### src/hw/rtl/res_pkg.sv
// shared types, sizes and the sort order for record_exchange_sort
// no dependencies
`default_nettype none

package res_pkg;

  localparam int MAX_RECORDS = 64;
  localparam int ADDR_W      = (MAX_RECORDS > 1) ? $clog2(MAX_RECORDS) : 1;
  localparam int COUNT_W     = $clog2(MAX_RECORDS + 1);
  localparam int FIELD_W     = 16;
  localparam int REC_W       = 3 * FIELD_W;

  typedef struct packed {
    logic [FIELD_W-1:0] tag;
    logic [FIELD_W-1:0] roll;
    logic [FIELD_W-1:0] score;
  } record_t;

  typedef struct packed {
    logic              we;
    logic [ADDR_W-1:0] waddr;
    record_t           wdata;
    logic [ADDR_W-1:0] raddr;
  } mem_req_t;

  // b must be placed before a: higher score, or equal score and lower roll
  function automatic logic goes_before(record_t b, record_t a);
    return (b.score > a.score) || ((b.score == a.score) && (b.roll < a.roll));
  endfunction

endpackage

`default_nettype wire

### src/hw/rtl/res_ram.sv
// generic single-clock ram, one write and one registered read port
// no dependencies
`default_nettype none

module res_ram #(
  parameter int WIDTH = 48,
  parameter int DEPTH = 64,
  localparam int AW   = (DEPTH > 1) ? $clog2(DEPTH) : 1
) (
  input  wire logic             clk,
  input  wire logic             we,
  input  wire logic [AW-1:0]    waddr,
  input  wire logic [WIDTH-1:0] wdata,
  input  wire logic [AW-1:0]    raddr,
  output logic      [WIDTH-1:0] rdata
);

  logic [WIDTH-1:0] mem [DEPTH];

  always_ff @(posedge clk) begin
    if (we) begin
      mem[waddr] <= wdata;
    end
    rdata <= mem[raddr];
  end

endmodule

`default_nettype wire

### src/hw/rtl/res_ctrl.sv
// load, exchange sort and readout sequencer around the record ram
// depends on res_pkg
`default_nettype none

module res_ctrl
  import res_pkg::*;
(
  input  wire logic               clk,
  input  wire logic               rst,
  input  wire logic               start,
  input  wire logic [FIELD_W-1:0] record_tag,
  input  wire logic [FIELD_W-1:0] roll_number,
  input  wire logic [FIELD_W-1:0] score,
  input  wire logic               is_last_record,
  input  wire record_t            rdata,
  output mem_req_t                mem_req,
  output logic                    busy,
  output logic                    strobe,
  output logic                    out_last,
  output logic                    overflowed
);

  typedef enum logic [2:0] {
    S_LOAD, S_RD_I, S_GET_I, S_SCAN, S_WR_I, S_OUT
  } state_t;

  state_t             state;
  logic [COUNT_W-1:0] count;
  logic [COUNT_W-1:0] n;
  logic               ovf;
  logic [ADDR_W-1:0]  i;
  logic [ADDR_W-1:0]  j;
  logic [ADDR_W-1:0]  k;
  record_t            cur;

  logic               accept;
  logic               room;
  logic [COUNT_W-1:0] n_next;
  logic               swap;

  assign busy   = (state != S_LOAD);
  assign accept = start && !busy;
  assign room   = (count < COUNT_W'(MAX_RECORDS));
  assign n_next = room ? (count + COUNT_W'(1)) : COUNT_W'(MAX_RECORDS);
  assign swap   = goes_before(rdata, cur);

  always_comb begin
    mem_req       = '0;
    mem_req.wdata = cur;
    unique case (state)
      S_LOAD: begin
        if (accept && room) begin
          mem_req.we    = 1'b1;
          mem_req.waddr = count[ADDR_W-1:0];
          mem_req.wdata = '{tag: record_tag, roll: roll_number, score: score};
        end
      end
      S_RD_I:  mem_req.raddr = i;
      S_GET_I: mem_req.raddr = i + ADDR_W'(1);
      S_SCAN: begin
        // next slot is fetched while the current one is compared
        mem_req.raddr = j + ADDR_W'(1);
        if (swap) begin
          mem_req.we    = 1'b1;
          mem_req.waddr = j;
        end
      end
      S_WR_I: begin
        mem_req.we    = 1'b1;
        mem_req.waddr = i;
        mem_req.raddr = i + ADDR_W'(1);
      end
      S_OUT:   mem_req.raddr = k;
      default: mem_req.raddr = '0;
    endcase
  end

  always_ff @(posedge clk) begin
    if (rst) begin
      state      <= S_LOAD;
      count      <= '0;
      ovf        <= 1'b0;
      strobe     <= 1'b0;
      out_last   <= 1'b0;
      overflowed <= 1'b0;
    end else begin
      // a result leaves in the cycle after its slot is addressed
      strobe   <= (state == S_OUT);
      out_last <= (state == S_OUT) && (COUNT_W'(k) == n - COUNT_W'(1));
      unique case (state)
        S_LOAD: begin
          if (accept) begin
            count <= n_next;
            if (!room) begin
              ovf <= 1'b1;
            end
            if (is_last_record) begin
              n <= n_next;
              i <= '0;
              k <= '0;
              state <= (n_next == COUNT_W'(1)) ? S_OUT : S_RD_I;
            end
          end
        end
        S_RD_I: state <= S_GET_I;
        S_GET_I: begin
          cur   <= rdata;
          j     <= i + ADDR_W'(1);
          state <= S_SCAN;
        end
        S_SCAN: begin
          if (swap) begin
            cur <= rdata;
          end
          if (COUNT_W'(j) == n - COUNT_W'(1)) begin
            state <= S_WR_I;
          end else begin
            j <= j + ADDR_W'(1);
          end
        end
        S_WR_I: begin
          if (COUNT_W'(i) + COUNT_W'(2) == n) begin
            k     <= '0;
            state <= S_OUT;
          end else begin
            i     <= i + ADDR_W'(1);
            state <= S_GET_I;
          end
        end
        S_OUT: begin
          overflowed <= ovf;
          if (COUNT_W'(k) == n - COUNT_W'(1)) begin
            count <= '0;
            ovf   <= 1'b0;
            state <= S_LOAD;
          end else begin
            k <= k + ADDR_W'(1);
          end
        end
        default: state <= S_LOAD;
      endcase
    end
  end

endmodule

`default_nettype wire

### src/hw/rtl/record_exchange_sort.sv
// loading: one record per cycle; the last item of a set starts the sort
// sort: n*(n-1)/2 + 2*n - 1 cycles after the last item for n > 1 records, none for one
// output: n results on consecutive cycles, the first in the second cycle after the sort
// a new set may be loaded from the cycle that carries the final result; no result stall
// rst (synchronous) empties the set and clears the overflow flag; ram contents stay
// top level: ties the sequencer to the record ram, depends on res_pkg
`default_nettype none

module record_exchange_sort
  import res_pkg::*;
(
  input  wire logic               clk,
  input  wire logic               rst,
  input  wire logic               start,
  output logic                    busy,
  input  wire logic [FIELD_W-1:0] record_tag,
  input  wire logic [FIELD_W-1:0] roll_number,
  input  wire logic [FIELD_W-1:0] score,
  input  wire logic               is_last_record,
  output logic                    strobe,
  output logic      [FIELD_W-1:0] out_tag,
  output logic      [FIELD_W-1:0] out_roll,
  output logic      [FIELD_W-1:0] out_score,
  output logic                    out_last,
  output logic                    overflowed
);

  mem_req_t mem_req;
  record_t  rdata;

  res_ram #(
    .WIDTH (REC_W),
    .DEPTH (MAX_RECORDS)
  ) u_ram (
    .clk   (clk),
    .we    (mem_req.we),
    .waddr (mem_req.waddr),
    .wdata (mem_req.wdata),
    .raddr (mem_req.raddr),
    .rdata (rdata)
  );

  res_ctrl u_ctrl (
    .clk            (clk),
    .rst            (rst),
    .start          (start),
    .record_tag     (record_tag),
    .roll_number    (roll_number),
    .score          (score),
    .is_last_record (is_last_record),
    .rdata          (rdata),
    .mem_req        (mem_req),
    .busy           (busy),
    .strobe         (strobe),
    .out_last       (out_last),
    .overflowed     (overflowed)
  );

  // ram read data is the output register for each result
  assign out_tag   = rdata.tag;
  assign out_roll  = rdata.roll;
  assign out_score = rdata.score;

endmodule

`default_nettype wire

### config.mk
export PLATFORM = sky130hd
export DESIGN_NAME = record_exchange_sort
export DESIGN_NICKNAME = d
export VERILOG_FILES = /design/src/hw/rtl/res_pkg.sv /design/src/hw/rtl/res_ram.sv /design/src/hw/rtl/res_ctrl.sv /design/src/hw/rtl/record_exchange_sort.sv
export SDC_FILE = /design/constraint.sdc
export NUM_CORES = 2
export LEC_CHECK = 0
export BUFFER_PORTS_ARGS = -buffer_cell sky130_fd_sc_hd__buf_2
export CAP_MARGIN = 30
export CORE_MARGIN = 2
export CORE_UTILIZATION = 30
export CTS_BUF_LIST = sky130_fd_sc_hd__clkbuf_16
export CTS_CLUSTER_DIAMETER = 100
export CTS_CLUSTER_SIZE = 24
export DETAILED_ROUTE_END_ITERATION = 8
export MAX_ROUTING_LAYER = met4
export PLACE_DENSITY = 0.42
export SLEW_MARGIN = 25
export SYNTH_ARGS = -nofsm -noshare
export SYNTH_HDL_FRONTEND = slang
export SYNTH_HIERARCHICAL = 1
export SYNTH_SLANG_ARGS = --single-unit
### constraint.sdc
create_clock -name clk -period 6.1 [get_ports clk]
set_clock_uncertainty 0.05 [all_clocks]
set_input_delay 0.61 -clock clk [delete_from_list [all_inputs] [get_ports clk]]
set_output_delay 0.61 -clock clk [all_outputs]
set_load 0.05 [all_outputs]
==> flow_summary.yaml <==
yosys:
  synth_area_um2: 123000
  synth_warnings: 6
  ys_ff_latch: 3207
  synth_flop_cell: "edfxtp_1"
  synth_edf_count: 3145
  synth.distinct_cells: 65
  synthCells: 5540
  syn-mean-instance-area_um2: 22.1
  yosysSeqAreaShare: 0.781
  synthArstFlopShare: 0
  syn-num-nets: 5629
final_layout:
  fin_nets: 5979
  drive_above_1_share: 0.271
  area_delta_synth_final_pct: 12.9
routing:
  viasPerCell: 5.14
  ant_nets: 0
  drt-pass1-iter-count: 5
  num_vias: 58698
  routed_wl_um: 371000
  wl_per_cell_um: 32.5
  route.detailed.drc: 0
  drtIter0Drc: 5717
die:
  fp.dieW_um: 643
  start_util: 0.302
  row_count: 234
  fp.coreArea_um2: 406000
  ioPinCount: 104
  dieHeight_um: 643
  floorplan.die_area_um2: 414000
clocking:
  cts_setup_buffers: 0
  h-tree-depth: 4
  clkSinkCount: 3207
  cts_hold_buf: 3
  cts_buffer_depth: 4
  post_cts_resized: 0
  cts_tree: "done"
  cts-root-buf: "clkbuf_16"
  clock_latency_ns: 0.91
  clk_transition_reported_paths_ns: 0.10
  cts_buffers: 159
global_route:
  antenna_found_initial: 13
  grt_max_degree: 85
  grt_pass1_vias: 59457
  grt_use_total: 0.181
  grt_first_pass_wirelength_um: 513000
  overflow: 0
sta:
  setup_viol: 0
  tns_ns: 0
  finalMaxSlewViolations: 0
  maxClockFrequency_mhz: 194
  rsz0062_at_grt: "no"
  hold_viol: 0
  slew_headroom: 0.245
  worstMarginPinSlew_ns: 1.13
  finalCritPeriodShare: 0.846
  fin_crit_ns: 5.16
placement:
  port_buffers: 103
  place.gp.congestion: 0.803
  hpwl_um: 230000
worst_setup_path:
  rr_worst_depth: 14
  max_stage_delay_ns: 0.86
  path_max_fanout: 10
  critical_path_class: "reg -> reg"
  cp-start-kind: "register"
  worstPathCellList: "inv_1 > ha_1 > nand4_1 > or4_1 > or2_4 > a2111oi_4 > buf_4 > nand2_1 > o2111ai_1 > nor2b_1 > nand3_1 > buf_4 > nor2_4 > buf_4"
  rrSetupSlack_ns: 0.94
  cp-end-kind: "register"
  cp.arrival_ns: 5.71
  slowest_stage: "or4_1"
  r2r_end: "u_ram/mem[22][33]$_DFFE_PP_"
  rr_startpoint: "u_ctrl/cur[10]$_DFFE_PP_"
  cpMostUsedCell: "buf_4"
  required_ns: 6.65
power_and_ir_drop:
  p_leak_uw: 0.0418
  peakVddDrop_uv: 393
  power_density_nw_per_um2: 522
  power.total_uw: 72200
worst_hold_path:
  min_path_cells: 3
  hp-class: "in -> reg"
  hold_end: "u_ram/mem[3][26]$_DFFE_PP_"
  worstHoldStart: "roll_number[10]"
outcome:
  status: "completed"
run:
  max_cap_viol_count: 0
registers in the layout (all words and copies together) (netlist names), 3 cells and up:
register	flops
u_ctrl/i	6
u_ram/rdata	48
u_ctrl/count	7
u_ctrl/j	6
u_ctrl/k	6
u_ctrl/n	7
u_ram/mem	3072
u_ctrl/state	3
u_ctrl/cur	48
worst max-delay path, delay by kind of cell, from the launching register on:
family,cells,cell delay (ns)
fa+ha+maj,1,0.32
compound gates,2,0.55
simple gates,7,2.67
buf+inv,4,0.88
flops,1,0.35
area by class of cell:
class | count | area [um^2]
fillers | 38044 | 268000
flip-flops and latches | 3207 | 95700
multi-input cells | 1981 | 26300
well taps | 5428 | 6790
repair buffers | 502 | 4890
clock buffers | 161 | 4030
clock inverters | 84 | 514
inverters | 39 | 146
diodes | 21 | 52.6
how the worst max path moves through the flow:
stage	slack [ns]	to	start
2_1_floorplan	0.18	u_ram/mem[39][0]$_DFFE_PP_	u_ram/rdata[15]$_DFF_P_
3_3_place_gp	0.91	u_ram/rdata[31]$_DFF_P_	u_ctrl/state[1]$_SDFFE_PP0P_
3_5_place_dp	0.90	u_ram/mem[22][26]$_DFFE_PP_	u_ram/rdata[4]$_DFF_P_
4_1_cts	0.85	u_ram/mem[22][33]$_DFFE_PP_	u_ram/rdata[4]$_DFF_P_
5_1_grt	0.71	u_ram/mem[22][33]$_DFFE_PP_	u_ctrl/cur[10]$_DFFE_PP_
6_report	0.94	u_ram/mem[22][33]$_DFFE_PP_	u_ctrl/cur[10]$_DFFE_PP_
cell usage in the layout (no fill, tap or decap), drive strengths merged, types with 7 or more instances in the layout:
cell type     n
a211oi       37
a21o          9
a21oi        94
a221oi       84
a22o         64
a22oi        78
a311oi       12
and3          7
buf         498
clkbuf      162
clkinv       12
dfxtp        62
diode        21
edfxtp     3145
ha           37
inv         107
mux2         12
mux2i        73
mux4        754
nand2       163
nand2b       12
nand3        34
nand4        11
nor2        159
nor2b        28
nor3         12
o21ai        39
o221ai       28
o22ai       126
or2           7
xnor2        17
xor2         21
metal layers:
metal,track usage,part of all wire,vias to the layer above
li1,-,-,24070
met1,0.247,0.44,32987
met2,0.302,0.50,1376
met3,0.0151,0.036,265
met4,0.0314,0.018,0
met5,-,0,-
Yosys cell counts, types with 17 or more instances:
library cell	n	area (um^2)
a211oi_1	37	278
a21oi_1	94	470
a221oi_1	83	727
a22o_1	64	561
a22oi_1	78	586
buf_1	18	67.6
buf_2	102	510
buf_4	62	465
clkbuf_1	118	443
dfxtp_1	62	1240
edfxtp_1	3145	94400
ha_1	37	463
inv_1	39	146
mux2i_1	73	731
mux4_2	754	17000
nand2_1	163	612
nand3_1	33	165
nor2_1	159	597
nor2b_1	28	175
o21ai_0	39	195
o221ai_1	28	245
o22ai_1	126	788
xnor2_1	17	149
xor2_1	21	184
metrics by stage:
stage | std cells | instance area, um^2 | util | worst slack, ns | hold WS, ns
2_1_floorplan | 5540 | 123000 | - | 0.179 | 0.411
3_3_place_gp | 11144 | 134000 | 0.329 | 0.905 | 0.374
3_5_place_dp | 11152 | 134000 | 0.329 | 0.905 | 0.358
4_1_cts | 11400 | 138000 | 0.340 | 0.852 | 0.0386
5_1_grt | 11416 | 138000 | 0.340 | 0.714 | 0.0972
6_report | 11423 | 138000 | 0.341 | 0.942 | 0.112
power by group:
part / total (uW) / internal [uW] / switching (uW)
clock: 12000 / 4960 / 7090
sequential: 28200 / 27600 / 584
combinational: 31900 / 11300 / 20600
total: 72200 / 43900 / 28200
kinds of logic (layout without fill, tap and decap cells):
kind of cell,Yosys count,in the layout,synth area share
DFF,3207,3207,0.781
muxes,839,839,0.146
AOI/OAI and AO/OA,603,603,0.0353
and+or+nand+nor,461,461,0.0169
buffers and inverters,352,786,0.0145
xor gates and xnor gates,41,41,0.00327
adders and majority gates,37,37,0.00378
other,0,21,0
Note: power is estimated with default switching activity, not from simulation.
